`src/rtl/mau_pkg.sv`:
```
// mau_pkg: types, codes and constants of the modular arithmetic unit
// used by mau_div and modular_arithmetic_unit, depends on nothing
package mau_pkg;

  localparam int unsigned MOD_W = 32;
  localparam int unsigned RES_W = 31;
  localparam int unsigned DIV_W = 64;
  localparam int unsigned T_W   = 34;
  localparam logic [MOD_W-1:0] MOD_MAX = 32'h8000_0000;

  typedef enum logic [2:0] {
    KIND_ADD = 3'd0,
    KIND_SUB = 3'd1,
    KIND_MUL = 3'd2,
    KIND_DIV = 3'd3,
    KIND_NEG = 3'd4,
    KIND_INV = 3'd5,
    KIND_POW = 3'd6,
    KIND_RED = 3'd7
  } kind_e;

  typedef enum logic [3:0] {
    S_IDLE,
    S_MUL,
    S_RED,
    S_RWAIT,
    S_POW,
    S_INV,
    S_TMUL,
    S_TSUB,
    S_INVEND,
    S_DONE
  } state_e;

  typedef struct packed {
    kind_e              kind;
    logic [30:0]        operand_a;
    logic [30:0]        operand_b;
    logic [63:0]        exponent;
    logic signed [63:0] raw_integer;
  } in_t;

  typedef struct packed {
    logic [30:0] result;
    logic        error;
  } out_t;

  typedef struct packed {
    logic             start;
    logic [DIV_W-1:0] dividend;
    logic [MOD_W-1:0] divisor;
  } div_req_t;

  typedef struct packed {
    logic             done;
    logic [DIV_W-1:0] quot;
    logic [MOD_W-1:0] rem;
  } div_rsp_t;

endpackage

```
`src/rtl/mau_div.sv`:
```
// mau_div: restoring divider, one quotient bit per cycle
// 64-bit dividend by 32-bit divisor, uses mau_pkg
module mau_div (
  input  logic               clk_i,
  input  logic               rst_ni,
  input  mau_pkg::div_req_t  req_i,
  output mau_pkg::div_rsp_t  rsp_o
);

  localparam int unsigned CNT_W = $clog2(mau_pkg::DIV_W);
  localparam logic [CNT_W-1:0] CNT_LAST = CNT_W'(mau_pkg::DIV_W - 1);

  logic                      busy_q;
  logic                      done_q;
  logic [CNT_W-1:0]          cnt_q;
  logic [mau_pkg::DIV_W-1:0] dvd_q;
  logic [mau_pkg::MOD_W-1:0] rem_q;
  logic [mau_pkg::MOD_W-1:0] dsr_q;
  logic [mau_pkg::MOD_W:0]   trial;
  logic [mau_pkg::MOD_W:0]   diff;
  logic                      ge;

  assign trial = {rem_q, dvd_q[mau_pkg::DIV_W-1]};
  assign diff  = trial - {1'b0, dsr_q};
  assign ge    = trial >= {1'b0, dsr_q};

  always_ff @(posedge clk_i or negedge rst_ni) begin
    if (!rst_ni) begin
      busy_q <= 1'b0;
      done_q <= 1'b0;
      cnt_q  <= '0;
    end else begin
      done_q <= busy_q && (cnt_q == CNT_LAST);
      if (req_i.start) begin
        busy_q <= 1'b1;
        cnt_q  <= '0;
      end else if (busy_q) begin
        cnt_q <= cnt_q + 1'b1;
        if (cnt_q == CNT_LAST) begin
          busy_q <= 1'b0;
        end
      end
    end
  end

  always_ff @(posedge clk_i) begin
    if (req_i.start) begin
      dvd_q <= req_i.dividend;
      rem_q <= '0;
      dsr_q <= req_i.divisor;
    end else if (busy_q) begin
      rem_q <= ge ? diff[mau_pkg::MOD_W-1:0] : trial[mau_pkg::MOD_W-1:0];
      dvd_q <= {dvd_q[mau_pkg::DIV_W-2:0], ge};
    end
  end

  assign rsp_o.done = done_q;
  assign rsp_o.quot = dvd_q;
  assign rsp_o.rem  = rem_q;

  a_no_restart: assert property (@(posedge clk_i) disable iff (!rst_ni)
    req_i.start |-> !busy_q)
    else $error("divider started while busy");

  a_done_after_run: assert property (@(posedge clk_i) disable iff (!rst_ni)
    done_q |-> !busy_q && $past(busy_q))
    else $error("divider done without a run");

  a_div_zero: assert property (@(posedge clk_i) disable iff (!rst_ni)
    req_i.start |-> req_i.divisor != '0)
    else $error("divide by zero");

endmodule

```
`src/rtl/modular_arithmetic_unit.sv`:
```
// modular_arithmetic_unit: top level, sequencer around a shared multiplier and divider
// uses mau_pkg and mau_div
//
//  channel | dir | handshake                | beat
//  in      | in  | in_valid_i / in_stall_o  | mau_pkg::in_t
//  out     | out | out_valid_o / out_stall_i| mau_pkg::out_t
//  cfg     | in  | cfg_we_i                 | cfg_wdata_i, modulus
//
// add, sub, neg and operand errors skip the divider; mul and reduce use it
// each modular multiply is the S_MUL state followed by a full divider run
// pow takes up to 2*EXP_BITS multiplies, inverse one divider run per euclid step
// reset sets the modulus to one; the input stalls while an item is in work
// a waiting output beat does not block the next input beat
module modular_arithmetic_unit #(
  parameter int unsigned EXP_BITS = 64
) (
  input  logic                      clk_i,
  input  logic                      rst_ni,
  input  logic                      in_valid_i,
  output logic                      in_stall_o,
  input  mau_pkg::in_t              in_data_i,
  output logic                      out_valid_o,
  input  logic                      out_stall_i,
  output mau_pkg::out_t             out_data_o,
  input  logic                      cfg_we_i,
  input  logic [mau_pkg::MOD_W-1:0] cfg_wdata_i
);

  localparam int unsigned MW = mau_pkg::MOD_W;
  localparam int unsigned TW = mau_pkg::T_W;

  mau_pkg::state_e state_q, state_d;

  logic [MW-1:0]            mod_q;
  logic                     out_valid_q;
  mau_pkg::out_t            out_q;
  mau_pkg::kind_e           kind_q;
  logic [30:0]              a_q;
  logic [EXP_BITS-1:0]      e_q;
  logic                     err_q;
  logic [30:0]              res_q;
  logic                     euclid_q;
  logic                     neg_q;
  logic                     pow_sq_q;
  logic [MW-1:0]            acc_q;
  logic [MW-1:0]            base_q;
  logic [MW-1:0]            r0_q;
  logic [MW-1:0]            r1_q;
  logic signed [TW-1:0]     t0_q;
  logic signed [TW-1:0]     t1_q;
  logic signed [TW-1:0]     tp_q;
  logic signed [TW-1:0]     mx_q;
  logic signed [TW-1:0]     my_q;
  logic [mau_pkg::DIV_W-1:0] dvd_q;
  logic [MW-1:0]            dsr_q;

  logic signed [2*TW-1:0]   mult;
  logic                     in_acc;
  logic                     load;
  logic                     a_ge;
  logic                     b_ge;
  logic                     err_in;
  logic [MW-1:0]            quick;
  logic [MW-1:0]            sum;
  logic [TW-1:0]            tadd;
  logic [TW-1:0]            tfix;
  logic [TW-1:0]            m_ext;
  logic [MW-1:0]            red_res;
  mau_pkg::div_req_t        div_req;
  mau_pkg::div_rsp_t        div_rsp;

  mau_div u_div (
    .clk_i  (clk_i),
    .rst_ni (rst_ni),
    .req_i  (div_req),
    .rsp_o  (div_rsp)
  );

  assign div_req.start    = state_q == mau_pkg::S_RED;
  assign div_req.dividend = dvd_q;
  assign div_req.divisor  = dsr_q;

  assign mult   = mx_q * my_q;
  assign in_acc = in_valid_i && (state_q == mau_pkg::S_IDLE);
  assign load   = !(out_valid_q && out_stall_i);
  assign in_stall_o = state_q != mau_pkg::S_IDLE;

  assign a_ge   = {1'b0, in_data_i.operand_a} >= mod_q;
  assign b_ge   = {1'b0, in_data_i.operand_b} >= mod_q;
  assign err_in = (in_data_i.kind != mau_pkg::KIND_RED && a_ge) ||
                  (in_data_i.kind inside {mau_pkg::KIND_ADD, mau_pkg::KIND_SUB,
                                          mau_pkg::KIND_MUL, mau_pkg::KIND_DIV} && b_ge);

  assign sum = {1'b0, in_data_i.operand_a} + {1'b0, in_data_i.operand_b};

  always_comb begin
    case (in_data_i.kind)
      mau_pkg::KIND_ADD: quick = (sum >= mod_q) ? sum - mod_q : sum;
      mau_pkg::KIND_SUB: begin
        if (in_data_i.operand_a >= in_data_i.operand_b) begin
          quick = {1'b0, in_data_i.operand_a} - {1'b0, in_data_i.operand_b};
        end else begin
          quick = {1'b0, in_data_i.operand_a} + (mod_q - {1'b0, in_data_i.operand_b});
        end
      end
      mau_pkg::KIND_NEG: quick = (in_data_i.operand_a == '0) ? '0 :
                                 mod_q - {1'b0, in_data_i.operand_a};
      default:           quick = '0;
    endcase
  end

  assign m_ext = {{(TW-MW){1'b0}}, mod_q};
  assign tadd  = t0_q[TW-1] ? TW'(t0_q) + m_ext : TW'(t0_q);
  assign tfix  = (tadd >= m_ext) ? tadd - m_ext : tadd;

  assign red_res = neg_q ? ((div_rsp.rem == '0) ? '0 : mod_q - div_rsp.rem) : div_rsp.rem;

  always_comb begin
    state_d = state_q;
    case (state_q)
      mau_pkg::S_IDLE: begin
        if (in_acc) begin
          if (err_in) begin
            state_d = mau_pkg::S_DONE;
          end else begin
            case (in_data_i.kind)
              mau_pkg::KIND_MUL: state_d = mau_pkg::S_MUL;
              mau_pkg::KIND_DIV: state_d = mau_pkg::S_INV;
              mau_pkg::KIND_INV: state_d = mau_pkg::S_INV;
              mau_pkg::KIND_POW: state_d = mau_pkg::S_POW;
              mau_pkg::KIND_RED: state_d = mau_pkg::S_RED;
              default:           state_d = mau_pkg::S_DONE;
            endcase
          end
        end
      end
      mau_pkg::S_MUL:  state_d = mau_pkg::S_RED;
      mau_pkg::S_RED:  state_d = mau_pkg::S_RWAIT;
      mau_pkg::S_RWAIT: begin
        if (div_rsp.done) begin
          if (euclid_q) begin
            state_d = mau_pkg::S_TMUL;
          end else if (kind_q == mau_pkg::KIND_POW) begin
            state_d = pow_sq_q ? mau_pkg::S_POW : mau_pkg::S_MUL;
          end else begin
            state_d = mau_pkg::S_DONE;
          end
        end
      end
      mau_pkg::S_POW:  state_d = (e_q == '0) ? mau_pkg::S_DONE : mau_pkg::S_MUL;
      mau_pkg::S_INV:  state_d = (r1_q == '0) ? mau_pkg::S_INVEND : mau_pkg::S_RED;
      mau_pkg::S_TMUL: state_d = mau_pkg::S_TSUB;
      mau_pkg::S_TSUB: state_d = mau_pkg::S_INV;
      mau_pkg::S_INVEND: begin
        if (r0_q != MW'(1) || kind_q == mau_pkg::KIND_INV) begin
          state_d = mau_pkg::S_DONE;
        end else begin
          state_d = mau_pkg::S_MUL;
        end
      end
      mau_pkg::S_DONE: if (load) state_d = mau_pkg::S_IDLE;
      default: state_d = mau_pkg::S_IDLE;
    endcase
  end

  always_ff @(posedge clk_i or negedge rst_ni) begin
    if (!rst_ni) begin
      state_q     <= mau_pkg::S_IDLE;
      out_valid_q <= 1'b0;
      mod_q       <= MW'(1);
    end else begin
      state_q <= state_d;
      if (state_q == mau_pkg::S_DONE && load) begin
        out_valid_q <= 1'b1;
      end else if (!out_stall_i) begin
        out_valid_q <= 1'b0;
      end
      if (cfg_we_i) begin
        if (cfg_wdata_i == '0) begin
          mod_q <= MW'(1);
        end else if (cfg_wdata_i > mau_pkg::MOD_MAX) begin
          mod_q <= mau_pkg::MOD_MAX;
        end else begin
          mod_q <= cfg_wdata_i;
        end
      end
    end
  end

  always_ff @(posedge clk_i) begin
    if (state_q == mau_pkg::S_DONE && load) begin
      out_q.result <= err_q ? '0 : res_q;
      out_q.error  <= err_q;
    end
    case (state_q)
      mau_pkg::S_IDLE: begin
        if (in_acc) begin
          kind_q   <= in_data_i.kind;
          a_q      <= in_data_i.operand_a;
          e_q      <= in_data_i.exponent[EXP_BITS-1:0];
          err_q    <= err_in;
          res_q    <= quick[30:0];
          euclid_q <= 1'b0;
          neg_q    <= in_data_i.raw_integer[63];
          acc_q    <= (mod_q == MW'(1)) ? '0 : MW'(1);
          base_q   <= {1'b0, in_data_i.operand_a};
          r0_q     <= mod_q;
          r1_q     <= (in_data_i.kind == mau_pkg::KIND_DIV) ?
                      {1'b0, in_data_i.operand_b} : {1'b0, in_data_i.operand_a};
          t0_q     <= '0;
          t1_q     <= TW'(1);
          mx_q     <= {3'b000, in_data_i.operand_a};
          my_q     <= {3'b000, in_data_i.operand_b};
          dvd_q    <= in_data_i.raw_integer[63] ? 64'(-in_data_i.raw_integer) :
                      64'(in_data_i.raw_integer);
          dsr_q    <= mod_q;
        end
      end
      mau_pkg::S_MUL: begin
        dvd_q    <= mult[mau_pkg::DIV_W-1:0];
        dsr_q    <= mod_q;
        euclid_q <= 1'b0;
      end
      mau_pkg::S_RWAIT: begin
        if (div_rsp.done) begin
          if (euclid_q) begin
            r0_q <= r1_q;
            r1_q <= div_rsp.rem;
            mx_q <= {2'b00, div_rsp.quot[MW-1:0]};
            my_q <= t1_q;
          end else if (kind_q == mau_pkg::KIND_POW) begin
            if (pow_sq_q) begin
              base_q <= div_rsp.rem;
              e_q    <= e_q >> 1;
            end else begin
              acc_q    <= div_rsp.rem;
              mx_q     <= {2'b00, base_q};
              my_q     <= {2'b00, base_q};
              pow_sq_q <= 1'b1;
            end
          end else if (kind_q == mau_pkg::KIND_RED) begin
            res_q <= red_res[30:0];
          end else begin
            res_q <= div_rsp.rem[30:0];
          end
        end
      end
      mau_pkg::S_POW: begin
        res_q    <= acc_q[30:0];
        mx_q     <= e_q[0] ? {2'b00, acc_q} : {2'b00, base_q};
        my_q     <= {2'b00, base_q};
        pow_sq_q <= !e_q[0];
      end
      mau_pkg::S_INV: begin
        dvd_q    <= {{(mau_pkg::DIV_W-MW){1'b0}}, r0_q};
        dsr_q    <= r1_q;
        euclid_q <= 1'b1;
      end
      mau_pkg::S_TMUL: tp_q <= mult[TW-1:0];
      mau_pkg::S_TSUB: begin
        t0_q <= t1_q;
        t1_q <= t0_q - tp_q;
      end
      mau_pkg::S_INVEND: begin
        if (r0_q != MW'(1)) begin
          err_q <= 1'b1;
        end else begin
          res_q <= tfix[30:0];
          mx_q  <= {3'b000, a_q};
          my_q  <= tfix;
        end
      end
      default: ;
    endcase
  end

  assign out_valid_o = out_valid_q;
  assign out_data_o  = out_q;

  a_mod_range: assert property (@(posedge clk_i) disable iff (!rst_ni)
    mod_q != '0 && mod_q <= mau_pkg::MOD_MAX)
    else $error("modulus out of range");

  a_err_zero: assert property (@(posedge clk_i) disable iff (!rst_ni)
    out_valid_o && out_data_o.error |-> out_data_o.result == '0)
    else $error("error beat with nonzero result");

  a_done_in_wait: assert property (@(posedge clk_i) disable iff (!rst_ni)
    div_rsp.done |-> state_q == mau_pkg::S_RWAIT)
    else $error("divider result outside wait state");

  a_accept_leaves_idle: assert property (@(posedge clk_i) disable iff (!rst_ni)
    in_acc |=> state_q != mau_pkg::S_IDLE)
    else $error("accepted beat not taken into work");

endmodule
```
`config.mk`:
```
export PLATFORM = sky130hd
export DESIGN_NAME = modular_arithmetic_unit
export DESIGN_NICKNAME = d
export VERILOG_FILES = /design/src/rtl/mau_pkg.sv /design/src/rtl/mau_div.sv /design/src/rtl/modular_arithmetic_unit.sv
export SDC_FILE = /design/constraint.sdc
export NUM_CORES = 2
export LEC_CHECK = 0
export ABC_AREA = 1
export BUFFER_PORTS_ARGS = -buffer_cell sky130_fd_sc_hd__clkbuf_2
export CAP_MARGIN = 20
export CORE_ASPECT_RATIO = 1.5
export CORE_MARGIN = 2
export CORE_UTILIZATION = 40
export CTS_CLUSTER_SIZE = 20
export DETAILED_ROUTE_END_ITERATION = 6
export MAX_ROUTING_LAYER = met4
export PLACE_DENSITY = 0.54
export RECOVER_POWER = 50
export SETUP_SLACK_MARGIN = 0.15
export SLEW_MARGIN = 10
export SYNTH_ARGS = -nofsm -noshare
export SYNTH_HDL_FRONTEND = slang
export SYNTH_HIERARCHICAL = 1
export SYNTH_SLANG_ARGS = --single-unit
```
`constraint.sdc`:
```
create_clock -name clk_i -period 14.36 [get_ports clk_i]
set_input_delay 0.718 -clock clk_i [delete_from_list [all_inputs] [get_ports clk_i]]
set_output_delay 0.718 -clock clk_i [all_outputs]
set_load 0.005 [all_outputs]
```
==> flow_summary.rst <==
.. list-table::
   :header-rows: 1

   * - Metric
     - Value
   * - Number of buffers inserted during clock tree synthesis
     - 81
   * - Failing checks
     - design-rule violations, max-capacitance violations, max-slew violations
   * - Bufs on Longest Clock Path
     - 3
   * - Power after layout
     - approximately 0.0072 W
   * - CTS H-tree depth
     - 3
   * - Count of flip-flops with a built-in enable after synthesis
     - ~650
   * - Die Area
     - approximately 240,000 sq um
   * - Number of hold violations in the final report
     - 0
   * - Arrival time reported for the critical path endpoint
     - ~10 ns
   * - Number of nets in the final layout
     - roughly 15k
   * - DR WL/cell
     - approximately 34 microns
   * - Final wirelength
     - between 500 and 600 mm
   * - Count of pins on the block boundary
     - between 200 and 300
   * - Worst Hold End
     - e_q[16]$_DFFE_PP_
   * - Commonest non-fill, non-tap cell in the layout
     - nand2_1
   * - Placer's final routability congestion estimate
     - 1.153
   * - Maximum clock frequency
     - 0.09977 GHz
   * - Part of the cycle the worst path needs
     - 0.6980
   * - Share of Yosys cell area claimed by the top area cell type
     - 0.2080
   * - Post-synth top area cell
     - fa_1
   * - Residual DRC count
     - 9
   * - Status
     - complete, but fails checks
   * - Final max-slew violation count
     - ~1.1k
   * - Tightest slew margin relative to the limit
     - -1.762
   * - Flop2flop setup slack
     - roughly 4.3 ns
   * - Adder-cell share of the synthesized area
     - 0.2955
   * - Flops & latches, synth
     - between 700 and 800
   * - Warnings, synthesis
     - 6
   * - Root buffer cell
     - clkbuf_16
   * - Min-Delay Path Depth
     - 3
   * - Xor-xnor portion of the synthesized cell area
     - 0.01513
   * - Reg clk slew, reported paths
     - 0.06 ns
   * - Setup WS post-layout
     - 4.336 ns
   * - Clock sink count
     - 730
   * - Fill cell total of the finished layout
     - roughly 25k
   * - # hold bufs at CTS
     - 1
   * - Critical R2R Launch
     - state_q[3]$_DFFE_PN0P_
   * - Routed via count
     - between 90k and 100k
   * - Largest net degree at the start of global routing
     - 86
   * - Number of global-route vias before repair
     - ~97k
   * - Number of antenna violations at the first check in global routing
     - a little under 90
   * - Class of the tightest hold or removal check
     - input port to flop
   * - Startpoint-to-endpoint class of the critical path
     - flop to flop
   * - Worst VDD drop
     - roughly 160 uV
   * - Leading post-synthesis cells by cell area
     - fa_1 (21%), edfxtp_1 (20%), nand2_1 (14%), inv_1 (12%), ha_1 (8.8%)
   * - Area fraction in and, or, nand and nor cells after synthesis
     - 0.2418
   * - Critical Path Start Type
     - flop
   * - Latest clock arrival within the worst-skew pair
     - just under 0.8 ns
   * - Net count after synthesis
     - 15.03k
   * - Average instance area after synthesis
     - ~7.3 sq um
   * - Slew at the pin closest to its max-slew limit
     - 4.143 ns
   * - Critical R2R Capture
     - mx_q[17]$_DFFE_PP_
   * - Pre-CTS setup slack
     - between 5 and 6 ns
   * - LEAKAGE
     - 54.69 nW
   * - Post-DP HPWL
     - between 400 and 500 mm
   * - Cell count after placement
     - ~16k
   * - Share of cells above drive strength 1
     - 0.05493
   * - Core Area
     - ~240,000 sq um
   * - Max Clock Skew
     - around 0.076 ns
   * - Compound-Gate Fraction of Synth Area
     - 0.08914
   * - Synthesized netlist cell count
     - 13.13k
   * - Total standard cell area after synthesis
     - between 90,000 and 100,000 sq um
   * - Sum Neg Setup Slack
     - 0 ns
   * - Commonest cells after routing, fill and taps aside
     - nand2_1 (3,572), inv_1 (2,969), fa_1 (998)
   * - Vias per inst
     - between 5 and 6
   * - Post-layout util
     - 0.4373
   * - RSZ-0062 raised after global routing
     - no
   * - TritonCTS clock tree
     - built
   * - Initial core utilization
     - 0.4016
   * - PD cells
     - 68.47 nW/um^2
   * - Horizontal die dimension
     - ~400 microns
   * - DRC marker count from the first detailed-route iteration
     - ~9.8k
   * - Remaining antenna violation count
     - 0
   * - Logic depth of the worst register-to-register path
     - 11
   * - Number of distinct library cells after synthesis
     - 63
   * - Synth Flop Type
     - edfxtp_1
   * - Global router's overall resource usage
     - 0.4714
   * - Post-CTS setup-driven buffer insertion count
     - 0
   * - Kind of end point of the critical path
     - flop
   * - Wire length of the first global-routing pass
     - 764.7 mm
   * - Largest driver fanout on the critical path
     - 51
   * - Final standard cell count with taps included and fillers excluded
     - ~17k
   * - Sum of overflow across all layers after global routing
     - 0
   * - Mux cell area share after synthesis
     - 0
   * - Critical Path Source
     - state_q[3]$_DFFE_PN0P_
   * - Post-route minimum period
     - 10.02 ns
   * - Die height
     - 604.2 microns
   * - Buffers added on ports
     - ~260
   * - Main combinational cell family by area after synthesis
     - adder cells
   * - Post-synthesis async set-or-reset flop share
     - 0.06164
   * - Hold path startpoint
     - in_data_i[80]
   * - Seq/Total Area, Yosys
     - 0.2225
   * - Number of violations of the max-capacitance limit
     - 33
   * - Detailed-routing iteration count for the pre-antenna-repair pass
     - 7
   * - Row count
     - between 200 and 250
   * - Area grow syn2layout
     - 8.877%
   * - Setup-failing EPs final
     - 0
   * - Critical path data required time
     - 14.82 ns
   * - Resized Gates After CTS
     - 0
-- how the worst max path moves through the flow --
stage | slack, ns | end | cells past startpoint
after floorplan | 7.51 | dvd_q[37]$_DFFE_PP_ | 28
after detailed placement | 5.70 | dvd_q[45]$_DFFE_PP_ | 24
final | 4.34 | mx_q[17]$_DFFE_PP_ | 11
after CTS | 5.69 | dvd_q[45]$_DFFE_PP_ | 26
after global placement | 5.71 | dvd_q[45]$_DFFE_PP_ | 25
after global routing | 4.56 | dvd_q[45]$_DFFE_PP_ | 26
-- layer usage --
layer	vias up	GRT usage	routed length (microns)
met4	0	0.5214	79090
met2	5537	0.7449	261300
met5	-	-	0
li1	41030	-	-
met1	46500	0.4357	172400
met3	2544	0.1339	43070
-- flip-flops by register name, indices dropped and copies added, names as in the netlist, 34 cells and up --
register,count
tp_q,34
e_q,64
t1_q,34
my_q,34
t0_q,34
dvd_q,64
u_div/dvd_q,64
-- logic make-up (layout without fill, tap and decap cells) --
family / count (synthesis) / in the layout
DFF: 730 / 730
buffers and inverters: 3438 / 3656
AOI/OAI and AO/OA: 1514 / 1514
and+or+nand+nor: 5608 / 5608
xor gates and xnor gates: 166 / 166
adders and majority gates: 1670 / 1670
other: 0 / 120
-- power by group --
part | switching [W] | internal, W | total, W
clock network | 0.00106 | 0.00122 | 0.00228
registers | 0.0000217 | 0.00229 | 0.00232
logic | 0.00191 | 0.000652 | 0.00256
-- final cells by class --
type,instances,area [sq um],share of cell area
Timing Repair Buffer,519,3213,0.03072
Sequential cell,730,21380,0.2044
Antenna cell,120,300.3,0.002871
Clock buffer,90,2071,0.01980
Multi-Input combinational cell,8958,61800,0.5908
Inverter,2990,11230,0.1073
Tap cell,3108,3889,0.03718
Clock inverter,57,721.9,0.006902
-- stage by stage --
step | area (sq um) | hold WS (ns)
6_report | 104600 | 0.2097
2_1_floorplan | 96070 | 0.4003
3_3_place_gp | 101300 | 0.4048
4_1_cts | 104200 | 0.1920
3_5_place_dp | 101400 | 0.4045
5_1_grt | 104500 | 0.2264
-- worst max-delay path: stages (launching register included) --
cell	delay (ns)
dfrtp_1	0.42
nor2_1	0.17
inv_1	0.14
nor2_4	0.09
clkbuf_1	1.33
clkinvlp_2	1.78
nor2_1	1.03
clkbuf_1	2.45
nand2_1	1.45
nand3_1	0.35
nor2_1	0.06
a21oi_1	0.39
-- cells in the mapped netlist, drive strengths merged, types with 3 or more instances --
| cell type | instances |
|---|---|
| xnor2 | 72 |
| or2 | 61 |
| and2 | 12 |
| xor2 | 94 |
| o31ai | 5 |
| clkinv | 3 |
| a211oi | 12 |
| a2111oi | 5 |
| a21o | 50 |
| fa | 998 |
| o211ai | 44 |
| nand4 | 146 |
| nor4 | 77 |
| a221oi | 29 |
| clkbuf | 354 |
| nand3b | 49 |
| a21oi | 547 |
| nor3 | 98 |
| ha | 672 |
| nor2 | 874 |
| and3 | 7 |
| a21boi | 37 |
| nand2 | 3597 |
| o41ai | 3 |
| a31oi | 40 |
| buf | 94 |
| o22ai | 36 |
| dfrtp | 44 |
| edfxtp | 653 |
| o21a | 39 |
| nand3 | 683 |
| o21ai | 576 |
| a22oi | 9 |
| o221ai | 9 |
| dfxtp | 32 |
| o21bai | 65 |
| inv | 2987 |
(Power assumes the default switching activity.)
